File: src/rtl/plb_pkg.sv
`default_nettype none

package plb_pkg;

   // operation codes
   localparam logic [2:0] OP_APPEND_TAIL  = 3'd0;
   localparam logic [2:0] OP_INSERT_HEAD  = 3'd1;
   localparam logic [2:0] OP_INSERT_AT    = 3'd2;
   localparam logic [2:0] OP_REMOVE_TAIL  = 3'd3;
   localparam logic [2:0] OP_REMOVE_HEAD  = 3'd4;
   localparam logic [2:0] OP_REMOVE_AT    = 3'd5;

   // status codes
   localparam logic [1:0] STS_OK       = 2'd0;
   localparam logic [1:0] STS_EMPTY    = 2'd1;
   localparam logic [1:0] STS_NO_ENTRY = 2'd2;
   localparam logic [1:0] STS_FULL     = 2'd3;

   typedef struct packed {
      logic [2:0] operation;
      logic [7:0] value;
      logic [7:0] position;
   } req_payload_type;

   typedef struct packed {
      logic [7:0] removed_value;
      logic [1:0] status;
      logic [6:0] entry_count;
   } rsp_payload_type;

   typedef struct packed {
      logic            valid;
      rsp_payload_type payload;
   } done_type;

   typedef enum logic [1:0] {
      S_IDLE,
      S_RUN,
      S_DONE
   } seq_state_type;

endpackage

`default_nettype wire

File: src/rtl/plb_mem.sv
`default_nettype none

module plb_mem #(
   parameter int DEPTH = 16,
   parameter int AW    = 4
) (
   input  wire logic          clock,
   input  wire logic          wr_en,
   input  wire logic [AW-1:0] wr_addr,
   input  wire logic [7:0]    wr_data,
   input  wire logic          rd_en,
   input  wire logic [AW-1:0] rd_addr,
   output logic [7:0]         rd_data
);

   logic [7:0] mem [DEPTH];

   always_ff @(posedge clock) begin
      if (wr_en) begin
         mem[wr_addr] <= wr_data;
      end
   end

   always_ff @(posedge clock) begin
      if (rd_en) begin
         rd_data <= mem[rd_addr];
      end
   end

endmodule

`default_nettype wire

File: src/rtl/plb_ctrl.sv
`default_nettype none

module plb_ctrl #(
   parameter int CAPACITY = 16,
   parameter int AW       = 4,
   parameter int CW       = 5
) (
   input  wire logic                    clock,
   input  wire logic                    reset,
   input  wire logic                    req_fire,
   input  wire plb_pkg::req_payload_type req_payload,
   output logic                         idle,
   input  wire logic                    out_free,
   output plb_pkg::done_type            done,
   output logic                         mem_wr_en,
   output logic [AW-1:0]                mem_wr_addr,
   output logic [7:0]                   mem_wr_data,
   output logic                         mem_rd_en,
   output logic [AW-1:0]                mem_rd_addr,
   input  wire logic [7:0]              mem_rd_data
);

   import plb_pkg::*;

   seq_state_type state_ff, state_in;

   logic [CW-1:0] count_ff, count_in;
   logic [AW-1:0] ptr_ff, ptr_in;
   logic [CW-1:0] remain_ff, remain_in;
   logic [AW-1:0] idx_ff, idx_in;
   logic          ins_ff, ins_in;
   logic          pend_ff, pend_in;
   logic [AW-1:0] pend_addr_ff, pend_addr_in;
   logic [7:0]    value_ff, value_in;
   logic [7:0]    removed_ff, removed_in;
   logic [1:0]    status_ff, status_in;

   // request decode
   logic [7:0]    pos_eff;
   logic [7:0]    pm1;
   logic [7:0]    count8;
   logic          full;
   logic          empty;
   logic          act_d;
   logic          ins_d;
   logic [AW-1:0] idx_d;
   logic [1:0]    status_d;
   logic [CW-1:0] count_d;
   logic          last_step;

   always_comb begin
      pos_eff  = (req_payload.position == 8'd0) ? 8'd1 : req_payload.position;
      pm1      = pos_eff - 8'd1;
      count8   = 8'(count_ff);
      full     = (count_ff == CW'(CAPACITY));
      empty    = (count_ff == '0);
      act_d    = 1'b0;
      ins_d    = 1'b0;
      idx_d    = '0;
      status_d = STS_OK;
      count_d  = count_ff;
      unique case (req_payload.operation)
         OP_APPEND_TAIL, OP_INSERT_HEAD, OP_INSERT_AT: begin
            if (full) begin
               status_d = STS_FULL;
            end else begin
               act_d   = 1'b1;
               ins_d   = 1'b1;
               count_d = count_ff + CW'(1);
               if (req_payload.operation == OP_APPEND_TAIL) begin
                  idx_d = AW'(count_ff);
               end else if (req_payload.operation == OP_INSERT_HEAD) begin
                  idx_d = '0;
               end else if (pm1 > count8) begin
                  idx_d = AW'(count_ff);
               end else begin
                  idx_d = AW'(pm1);
               end
            end
         end
         OP_REMOVE_TAIL, OP_REMOVE_HEAD: begin
            if (empty) begin
               status_d = STS_EMPTY;
            end else begin
               act_d   = 1'b1;
               count_d = count_ff - CW'(1);
               idx_d   = (req_payload.operation == OP_REMOVE_TAIL) ?
                         AW'(count_ff - CW'(1)) : '0;
            end
         end
         OP_REMOVE_AT: begin
            if (empty) begin
               status_d = STS_EMPTY;
            end else if (pos_eff > count8) begin
               status_d = STS_NO_ENTRY;
            end else begin
               act_d   = 1'b1;
               count_d = count_ff - CW'(1);
               idx_d   = AW'(pm1);
            end
         end
         default: begin
         end
      endcase
   end

   assign last_step = !pend_ff && (remain_ff == '0);

   // next state
   always_comb begin
      state_in = state_ff;
      unique case (state_ff)
         S_IDLE: begin
            if (req_fire) begin
               state_in = act_d ? S_RUN : S_DONE;
            end
         end
         S_RUN: begin
            if (last_step) begin
               state_in = S_DONE;
            end
         end
         S_DONE: begin
            if (out_free) begin
               state_in = S_IDLE;
            end
         end
         default: state_in = S_IDLE;
      endcase
   end

   // datapath next values
   always_comb begin
      count_in     = count_ff;
      ptr_in       = ptr_ff;
      remain_in    = remain_ff;
      idx_in       = idx_ff;
      ins_in       = ins_ff;
      pend_in      = pend_ff;
      pend_addr_in = pend_addr_ff;
      value_in     = value_ff;
      removed_in   = removed_ff;
      status_in    = status_ff;
      if (state_ff == S_IDLE && req_fire) begin
         count_in   = count_d;
         idx_in     = idx_d;
         ins_in     = ins_d;
         value_in   = req_payload.value;
         removed_in = 8'd0;
         status_in  = status_d;
         pend_in    = 1'b0;
         // number of entries to read equals count minus the slot index
         remain_in  = count_ff - CW'(idx_d);
         ptr_in     = ins_d ? AW'(count_ff - CW'(1)) : idx_d;
      end else if (state_ff == S_RUN) begin
         if (pend_ff && !ins_ff && pend_addr_ff == idx_ff) begin
            removed_in = mem_rd_data;
         end
         if (remain_ff != '0) begin
            pend_in      = 1'b1;
            pend_addr_in = ptr_ff;
            ptr_in       = ins_ff ? ptr_ff - AW'(1) : ptr_ff + AW'(1);
            remain_in    = remain_ff - CW'(1);
         end else begin
            pend_in = 1'b0;
         end
      end
   end

   // outputs
   always_comb begin
      idle        = (state_ff == S_IDLE);
      mem_rd_en   = (state_ff == S_RUN) && (remain_ff != '0);
      mem_rd_addr = ptr_ff;
      mem_wr_en   = 1'b0;
      mem_wr_addr = idx_ff;
      mem_wr_data = value_ff;
      if (state_ff == S_RUN) begin
         if (pend_ff && (ins_ff || pend_addr_ff != idx_ff)) begin
            mem_wr_en   = 1'b1;
            mem_wr_addr = ins_ff ? pend_addr_ff + AW'(1) : pend_addr_ff - AW'(1);
            mem_wr_data = mem_rd_data;
         end else if (last_step && ins_ff) begin
            mem_wr_en = 1'b1;
         end
      end
      done.valid                 = (state_ff == S_DONE);
      done.payload.removed_value = removed_ff;
      done.payload.status        = status_ff;
      done.payload.entry_count   = 7'(count_ff);
   end

   always_ff @(posedge clock) begin
      if (reset) begin
         state_ff <= S_IDLE;
         count_ff <= '0;
         pend_ff  <= 1'b0;
      end else begin
         state_ff <= state_in;
         count_ff <= count_in;
         pend_ff  <= pend_in;
      end
   end

   always_ff @(posedge clock) begin
      ptr_ff       <= ptr_in;
      remain_ff    <= remain_in;
      idx_ff       <= idx_in;
      ins_ff       <= ins_in;
      pend_addr_ff <= pend_addr_in;
      value_ff     <= value_in;
      removed_ff   <= removed_in;
      status_ff    <= status_in;
   end

endmodule

`default_nettype wire

File: src/rtl/positional_list_buffer_core.sv
`default_nettype none

// ordered byte list of up to CAPACITY entries held in a single-port-write,
// registered-read memory. one request at a time: append at tail, insert at
// head, insert at a 1-based position (past the end appends, 0 means 1),
// remove tail, remove head, remove at position. each request gives one
// response with the removed byte, a status (ok, empty, no entry, full) and
// the new entry count. a request that moves entries walks them one per cycle
// through the memory with one shared address stepper. with slot index i on a
// list of n entries, the sequencer reads n - i entries (for a removal this
// includes the removed one). an append at the tail moves nothing, and
// requests that are rejected or ignored go straight to their response.
// req_stall is high from acceptance until the response is loaded into the
// output register, and the next request can be accepted in the cycle after
// that load. the output register holds the response while rsp_stall is high;
// the next request can be accepted while that response waits, but a
// finished request cannot load while the register is still held.
// no clearing pass is needed after reset.

module positional_list_buffer_core #(
   parameter int CAPACITY = 16
) (
   input  wire logic                     clock,
   input  wire logic                     reset,
   input  wire logic                     req_valid,
   output logic                          req_stall,
   input  wire plb_pkg::req_payload_type req_payload,
   output logic                          rsp_valid,
   input  wire logic                     rsp_stall,
   output plb_pkg::rsp_payload_type      rsp_payload
);

   import plb_pkg::*;

   // memory address and entry count widths
   localparam int AW = $clog2(CAPACITY);
   localparam int CW = $clog2(CAPACITY + 1);

   logic            idle;
   logic            req_fire;
   logic            out_free;
   done_type        done;

   logic            mem_wr_en;
   logic [AW-1:0]   mem_wr_addr;
   logic [7:0]      mem_wr_data;
   logic            mem_rd_en;
   logic [AW-1:0]   mem_rd_addr;
   logic [7:0]      mem_rd_data;

   // output register
   logic            rsp_valid_ff, rsp_valid_in;
   rsp_payload_type rsp_payload_ff, rsp_payload_in;

   // request side: only take a request when the sequencer is parked
   assign req_stall = !idle;
   assign req_fire  = req_valid && !req_stall;

   // output register can take a new response when empty or being drained
   assign out_free = !rsp_valid_ff || !rsp_stall;

   plb_ctrl #(
      .CAPACITY (CAPACITY),
      .AW       (AW),
      .CW       (CW)
   ) u_ctrl (
      .clock       (clock),
      .reset       (reset),
      .req_fire    (req_fire),
      .req_payload (req_payload),
      .idle        (idle),
      .out_free    (out_free),
      .done        (done),
      .mem_wr_en   (mem_wr_en),
      .mem_wr_addr (mem_wr_addr),
      .mem_wr_data (mem_wr_data),
      .mem_rd_en   (mem_rd_en),
      .mem_rd_addr (mem_rd_addr),
      .mem_rd_data (mem_rd_data)
   );

   // entry storage, contents undefined until written
   plb_mem #(
      .DEPTH (CAPACITY),
      .AW    (AW)
   ) u_mem (
      .clock   (clock),
      .wr_en   (mem_wr_en),
      .wr_addr (mem_wr_addr),
      .wr_data (mem_wr_data),
      .rd_en   (mem_rd_en),
      .rd_addr (mem_rd_addr),
      .rd_data (mem_rd_data)
   );

   // response register load and drain
   always_comb begin
      rsp_payload_in = rsp_payload_ff;
      if (done.valid && out_free) begin
         rsp_valid_in   = 1'b1;
         rsp_payload_in = done.payload;
      end else begin
         rsp_valid_in = rsp_valid_ff && rsp_stall;
      end
   end

   always_ff @(posedge clock) begin
      if (reset) begin
         rsp_valid_ff <= 1'b0;
      end else begin
         rsp_valid_ff <= rsp_valid_in;
      end
   end

   always_ff @(posedge clock) begin
      rsp_payload_ff <= rsp_payload_in;
   end

   assign rsp_valid   = rsp_valid_ff;
   assign rsp_payload = rsp_payload_ff;

   // an accepted request always keeps the input side closed next cycle
   a_one_at_a_time: assert property (@(posedge clock) disable iff (reset)
      (req_valid && !req_stall) |=> req_stall)
      else $error("request accepted while previous one in flight");

   // full status only when the list is at capacity
   a_full_count: assert property (@(posedge clock) disable iff (reset)
      (rsp_valid && rsp_payload.status == STS_FULL) |->
      (rsp_payload.entry_count == 7'(CAPACITY)))
      else $error("full status with list below capacity");

   // error responses never carry a removed byte (insert responses are not checked)
   a_err_zero: assert property (@(posedge clock) disable iff (reset)
      (rsp_valid && rsp_payload.status != STS_OK) |->
      (rsp_payload.removed_value == 8'd0))
      else $error("removed byte on error response");

endmodule

`default_nettype wire

File: config.mk
export PLATFORM = sky130hd
export DESIGN_NAME = positional_list_buffer_core
export DESIGN_NICKNAME = d
export VERILOG_FILES = /design/src/rtl/plb_pkg.sv /design/src/rtl/plb_mem.sv /design/src/rtl/plb_ctrl.sv /design/src/rtl/positional_list_buffer_core.sv
export SDC_FILE = /design/constraint.sdc
export NUM_CORES = 1
export LEC_CHECK = 0
export ABC_AREA = 0
export BUFFER_PORTS_ARGS = -buffer_cell sky130_fd_sc_hd__buf_4
export CORE_UTILIZATION = 61
export CTS_CLUSTER_SIZE = 8
export DETAILED_ROUTE_END_ITERATION = 6
export PLACE_DENSITY = 0.79
export RECOVER_POWER = 100
export SETUP_SLACK_MARGIN = 0.5
export SLEW_MARGIN = 10
export SYNTH_ARGS = -nofsm -noshare
export SYNTH_HDL_FRONTEND = slang
export SYNTH_SLANG_ARGS = --single-unit
export TNS_END_PERCENT = 10
File: constraint.sdc
create_clock -name clock -period 4.8 [get_ports clock]
set_input_delay 0.72 -clock clock [delete_from_list [all_inputs] [get_ports clock]]
set_output_delay 0.72 -clock clock [all_outputs]
set_load 0.02 [all_outputs]
==> results of run 1 <==
## cell usage in the layout (no fill, tap or decap), types with 4 or more instances in the layout
master	count
edfxtp_1	179
nor2_1	54
mux4_2	40
nand2_1	34
a21oi_1	27
clkbuf_1	24
buf_4	21
inv_1	20
ha_1	20
clkbuf_16	17
dfxtp_1	17
o21ai_0	15
nor3_1	14
xnor2_1	11
mux2i_1	11
clkbuf_4	11
xor2_1	10
or3_1	8
nand3_1	8
a21o_1	7
nand2b_1	7
nor3b_1	7
a31oi_1	7
clkinv_8	5
inv_8	5
inv_6	4
## flip-flops by register name (all words and copies together) (netlist names)
register,flops
u_mem.mem,128
rsp_payload,15
u_ctrl.removed_ff,8
u_ctrl.value_ff,8
u_mem.rd_data,8
u_ctrl.count_ff,5
u_ctrl.remain_ff,5
u_ctrl.idx_ff,4
u_ctrl.mem_rd_addr,4
u_ctrl.pend_addr_ff,4
u_ctrl.state_ff,2
u_ctrl.status_ff,2
rsp_valid,1
u_ctrl.ins_ff,1
u_ctrl.pend_ff,1
## per-stage QoR
step	setup WS [ns]	hold slack [ns]	total power, mW
5_1_grt	0.276	0.437	5.45
6_report	0.463	0.425	5.24
3_5_place_dp	0.0613	0.407	3.79
2_1_floorplan	0.503	0.400	3.37
3_3_place_gp	0.235	0.401	3.73
4_1_cts	0.516	0.424	5.24
## per-layer routing
layer / vias up / global-route usage, % / wire [µm]
li1: 2321 / - / -
met1: 2630 / 37.2 / 7910
met2: 241 / 39.7 / 8820
met3: 41 / 5.95 / 1370
met4: 4 / 9.26 / 342
met5: - / 0 / 22
## cell usage after synthesis, types with 2 or more instances
cell type	count	share of area [%]
buf_1	4	0.17
o31a_1	2	0.20
a21oi_1	29	1.7
mux2i_1	11	1.3
edfxtp_1	179	61
a311oi_1	2	0.20
buf_4	2	0.17
mux4_2	40	10
clkbuf_1	10	0.43
a211o_1	2	0.20
or3_4	2	0.26
nor3b_1	7	0.60
a211oi_1	2	0.17
buf_6	4	0.51
nand2_1	34	1.5
nor3_1	14	0.80
dfxtp_1	17	3.9
a221oi_1	2	0.20
ha_1	20	2.9
nor4_1	2	0.14
nand2b_1	7	0.50
a221o_1	3	0.34
o311a_1	3	0.34
buf_2	6	0.34
nor2_1	54	2.3
and3_1	3	0.21
xnor2_1	11	1.1
a31oi_1	7	0.50
fa_1	3	0.68
inv_1	20	0.86
a21o_1	7	0.60
o21ai_0	15	0.86
o31ai_1	2	0.17
or3_1	7	0.50
nand3_1	7	0.40
xor2_1	10	1.0
## area by class of cell
class	instances	area, µm²
sequential	196	5720
fill	894	4120
multi-input combinational	331	2840
clock buffer	17	425
timing repair buffer	56	330
tap	180	225
clock inverter	15	203
inverter	20	75.1
## final timing paths
path	endpoint	slack, ns	cells past startpoint
max reg2reg	u_mem.rd_data[2]$_DFFE_PP_	0.92	3
min	rsp_payload[8]$_DFFE_PP_	0.43	0
max	u_ctrl.remain_ff[4]$_DFFE_PP_	0.46	20
min reg2reg	rsp_payload[8]$_DFFE_PP_	0.43	0
## cells by family after synthesis
kind of cell / count (synthesis)
other: 1
AO/OA/AOI/OAI: 88
AND/OR/NAND/NOR: 146
buffers and inverters: 47
flip-flops: 196
multiplexers: 51
adder cells (fa/ha/maj): 23
XOR/XNOR: 21
## repair_timing
action,4_1_cts,5_1_grt
resized for setup,0,9
buffers inserted,0,8
setup endpoints to repair,0,4
## power groups by stage
stage          combinational, mW  clock [mW]  sequential, mW
3_3_place_gp                1.39           0            2.34
3_5_place_dp                1.44           0            2.34
4_1_cts                     1.47        1.46            2.31
2_1_floorplan               1.06           0            2.31
5_1_grt                     1.60        1.52            2.34
6_report                    1.48        1.45            2.31
==> out/metrics.csv, run 1 <==
metric,value,unit
grt_pass1_wl,28100,µm
chipHeight,122,µm
critPathMaxFanout,5,
path_buf_inv,2,
power_density,533,nW/µm²
skew,0.00830,ns
fin_crit,4.34,ns
path_cells,clkbuf_1 > or3_1 > nor3_1 > nor3_1 > a21o_1 > ha_1 > and4b_1 > a21oi_1 > o31ai_2 > nand2_1 > a2bb2o_4 > a221o_1 > ha_1 > inv_1 > fa_2 > a21o_1 > a21oi_2 > xnor2_1 > nor2_1 > a31oi_1,
final_util,70.5,%
clock-sinks,196,
min_from,u_ctrl.status_ff[1]$_DFFE_PP_,
ant_nets,0,
synth_ff_type,edfxtp_1,
synth_compound_gate_area_share,7.03,%
power_leakage,3.42,nW
initialDrtViolationCount,527,
holdBufCountCts,0,
cts_buffers,17,
antenna_cells,0,
timing.final.crit_share,90.3,%
vias_per_cell,6.43,
synth-simple-area-share,8.15,%
tns,0,ns
antenna_found_initial,2,
yosysWarnings,0,
clock.fmax,231,MHz
dpl_cell_area,9230,µm²
worstMarginPinSlew,2.85,ns
r2r-start,u_ctrl.mem_rd_addr[0]$_DFFE_PP_,
hold_class,reg -> reg,
status,"complete, but fails checks",
seqPwrFrac,44.2,%
routedWlPerCell,22.7,µm
finalHoldViolCount,0,
drive_gt1_share,18.3,%
criticalPathCategory,in -> reg,
switchingPower,1.67,mW
die_area,14900,µm²
track_usage,26.1,%
grt_max_degree,36,
clk_latency,0.44,ns
swShare,31.8,%
worstPathArrival,4.50,ns
slew_headroom,-90.2,%
required,4.96,ns
cts_tree,yes,
fp.dieW,122,µm
stdcell_area,9820,µm²
globalplace.congestion,0.892,
ys_ff_latch,196,
core_area,13900,µm²
route.detailed.drc,0,
ir_drop,0.363,mV
placed_cells,775,
crit_path_start_kind,primary input,
muxShareOfSynthArea,11.5,%
rsz0062_at_grt,no,
path_delay_family,compound AO/OA/AOI/OAI gates,
power.internal,3.57,mW
synth.yosys.seq_area_share,65.1,%
cap_violations,2,
synth_adder_area_share,3.53,%
cpPeakStageDelay,0.45,ns
num_rows,43,
fin_cells,815,
cts-root-buf,clkbuf_16,
cp_slowest_cell,or3_1,
p_clk_share,27.6,%
dr.pass1.iters,5,
synth.cell_area,8780,µm²
port_buffers,39,
ioPinCount,42,
grt-ovfl-total,0,
critPathLaunch,req_payload[7],
combPwrFrac,28.2,%
hpwl,12400,µm
cp-end-kind,flip-flop,
htree_num_levels,4,
vias,5237,
setup_viol,0,
initial_core_util,63.0,%
fin_nets,668,
clkTransAtPathRegs,0.07,ns
synth_cell_types,59,
synth_enable_flop_cells,179,
syn_area_per_cell,15.3,µm²
drt_wl_total,18500,µm
synth_top_family_by_area,multiplexers,
areaGrowthSynthToFinish,11.8,%
violations,"capacitance limit, slew limit",
synthArstFlopShare,0,%
synthXorXnorAreaFrac,2.09,%
clk_path_buf_depth,2,
drv_slew,72,
grt_pass1_vias,5193,
synth_cells,573,
No activity file was read; power rests on OpenSTA's default activity.
==> inputs of run 2 (changes only) <==
--- a/config.mk
+++ b/config.mk
@@ -7,10 +7,11 @@
 export LEC_CHECK = 0
 export ABC_AREA = 0
 export BUFFER_PORTS_ARGS = -buffer_cell sky130_fd_sc_hd__buf_4
-export CORE_UTILIZATION = 61
+export CORE_UTILIZATION = 50
 export CTS_CLUSTER_SIZE = 8
 export DETAILED_ROUTE_END_ITERATION = 6
-export PLACE_DENSITY = 0.79
+export GPL_TIMING_DRIVEN = 0
+export PLACE_DENSITY = 0.67
 export RECOVER_POWER = 100
 export SETUP_SLACK_MARGIN = 0.5
 export SLEW_MARGIN = 10
==> run 2 against run 1 <==
Net effect:
- the run now ends clean
- total power is 0.71% lower
- worst hold slack worse by 0.0032 ns
- via count is 2.3% lower
- clock power hardly changed
- largest cell class unchanged
- combinational power hardly changed
- non-clock buffer count is 13 higher
- critical path depth is 1 higher
- count of clock-buffer cells in the layout stayed put
- register-to-register slack worse by 0.15 ns
==> out/metrics.csv, run 2 (synthesis results as in run 1) <==
metric,value,unit
hold_class,reg -> reg,
globalplace.congestion,0.873,
num_rows,48,
antenna_cells,0,
worst_r2r_path_depth,17,
critPathLaunch,req_payload[7],
core_area,17200,µm²
routedWlPerCell,20.7,µm
drive_gt1_share,17.9,%
status,finished clean,
drt_wl_total,18100,µm
path_buf_inv,3,
clkTransAtPathRegs,0.07,ns
crit_cells,21,
port_buffers,37,
fp.dieW,135,µm
clock.fmax,231,MHz
cp-end-kind,flip-flop,
final_util,57.6,%
whs,0.422,ns
cts_buffers,17,
holdBufCountCts,0,
rsz0062_at_grt,no,
grt_pass1_vias,5036,
cp-endpoint,u_ctrl.remain_ff[4]$_DFFE_PP_,
final_common_cell,edfxtp_1,
finalHoldViolCount,0,
htree_num_levels,4,
antenna_found_initial,0,
hpwl,12800,µm
r2r_slack,0.77,ns
crit_path_start_kind,primary input,
slew_headroom,8.66,%
ant_nets,0,
cts_tree,yes,
grt_max_degree,25,
timing.rr.end,u_ctrl.remain_ff[4]$_DFFE_PP_,
worstMarginPinSlew,1.37,ns
fin_nets,681,
areaGrowthSynthToFinish,13.0,%
power_leakage,3.44,nW
vias_per_cell,5.86,
cts-root-buf,clkbuf_16,
path_delay_family,compound AO/OA/AOI/OAI gates,
chipHeight,135,µm
critPathMaxFanout,7,
power_density,524,nW/µm²
setup_viol,0,
clk_path_buf_depth,2,
timing.final.crit_share,90.0,%
worstPathArrival,4.48,ns
r2r-start,u_ctrl.count_ff[0]$_SDFFE_PP0P_,
path_cells,clkbuf_1 > or3_1 > nor3_4 > nor3_1 > a21o_1 > ha_1 > and4b_1 > a21oi_1 > o31ai_1 > nand2_1 > a2bb2o_1 > buf_6 > a221o_1 > ha_1 > inv_1 > fa_2 > a21o_1 > a21oi_2 > xnor2_1 > nor2_1 > a31oi_1,
track_usage,21.5,%
ioPinCount,42,
layout_common_cells,"edfxtp_1 (179), nor2_1 (54), mux4_2 (40)",
initial_core_util,50.9,%
skew,0.0119,ns
ir_drop,0.304,mV
fin_crit,4.32,ns
route.detailed.drc,0,
clk_latency,0.43,ns
drv_slew,0,
cap_violations,0,
required,4.96,ns
vias,5118,
largest_register,u_mem.mem,
criticalPathCategory,in -> reg,
largest_reg_flops,128,
die_area,18100,µm²
grt-ovfl-total,0,
grt_pass1_wl,28100,µm
cpPeakStageDelay,0.49,ns
dr.pass1.iters,5,
initialDrtViolationCount,489,
cp_slowest_cell,or3_1,
clock-sinks,196,
run 2: cell count changes in the layout (fill, tap and decap cells not counted), moves of 2 or more:
cell / previous run / this run
clkinv_8: 5 / 2
inv_6: 4 / 1
buf_4: 21 / 17
buf_2: 0 / 5
clkinv_2: 0 / 2
buf_1: 0 / 4
clkbuf_1: 24 / 32
clkinv_4: 0 / 2
clkbuf_4: 11 / 7
buf_6: 0 / 4
run 2: layout make-up:
type	count	area [µm²]
fill	1376	7320
sequential	196	5720
multi-input combinational	331	2850
clock buffer	17	425
tap	225	282
timing repair buffer	42	240
clock inverter	15	193
buffer	27	145
inverter	20	75.1
run 2: timing repair:
action | CTS | global route
pin swaps | 3 | 5
buffers inserted | 2 | 3
gates resized for setup | 6 | 8
setup endpoints to repair | 2 | 3
run 2: how the worst min path moves through the flow:
| stage | from | to | slack, ns | cells past startpoint |
|---|---|---|---|---|
| floorplan | u_ctrl.status_ff[0]$_DFFE_PP_ | rsp_payload[7]$_DFFE_PP_ | 0.40 | 0 |
| global placement | u_ctrl.status_ff[1]$_DFFE_PP_ | rsp_payload[8]$_DFFE_PP_ | 0.40 | 0 |
| detailed placement | u_ctrl.status_ff[0]$_DFFE_PP_ | rsp_payload[7]$_DFFE_PP_ | 0.41 | 0 |
| CTS | u_ctrl.status_ff[0]$_DFFE_PP_ | rsp_payload[7]$_DFFE_PP_ | 0.42 | 0 |
| global route | u_ctrl.status_ff[0]$_DFFE_PP_ | rsp_payload[7]$_DFFE_PP_ | 0.43 | 0 |
| finish | u_ctrl.status_ff[0]$_DFFE_PP_ | rsp_payload[7]$_DFFE_PP_ | 0.42 | 0 |
run 2: stage by stage:
stage               setup slack, ns  setup TNS (ns)  cells  instance area [µm²]  total power, mW
floorplan                     0.503               0    574                 8790             3.37
global placement            -0.0444         -0.0444    836                 9350             3.77
detailed placement           -0.188          -0.188    836                 9350             3.82
CTS                           0.531               0    870                10000             5.27
global route                  0.257               0    873                 9920             5.44
finish                        0.478               0    873                 9920             5.20
run 2: per-layer routing:
metal,vias up,GRT usage [%],share of wire (%)
li1,2349,-,-
met4,0,4.49,0.88
met1,2585,30.4,46
met2,168,34.2,47
met5,-,0,0
met3,16,5.14,6.0
run 2: worst reg2reg max path, stage by stage (launching register included):
cell and delay (ns):
dfxtp_1 0.52, inv_1 0.21, ha_1 0.32, or3b_1 0.19, clkbuf_1 0.24, nor2_1 0.09, nor3_1 0.46, a2bb2o_1 0.24
buf_6 0.13, a221o_1 0.22, ha_1 0.16, inv_1 0.06, fa_2 0.34, a21o_1 0.19, a21oi_2 0.14, xnor2_1 0.13
nor2_1 0.06, a31oi_1 0.17
run 2: power by group:
group	switching [mW]	internal, mW	total (mW)
clock network	0.654	0.795	1.45
logic	0.852	0.624	1.48
registers	0.107	2.17	2.28
total	1.61	3.59	5.20
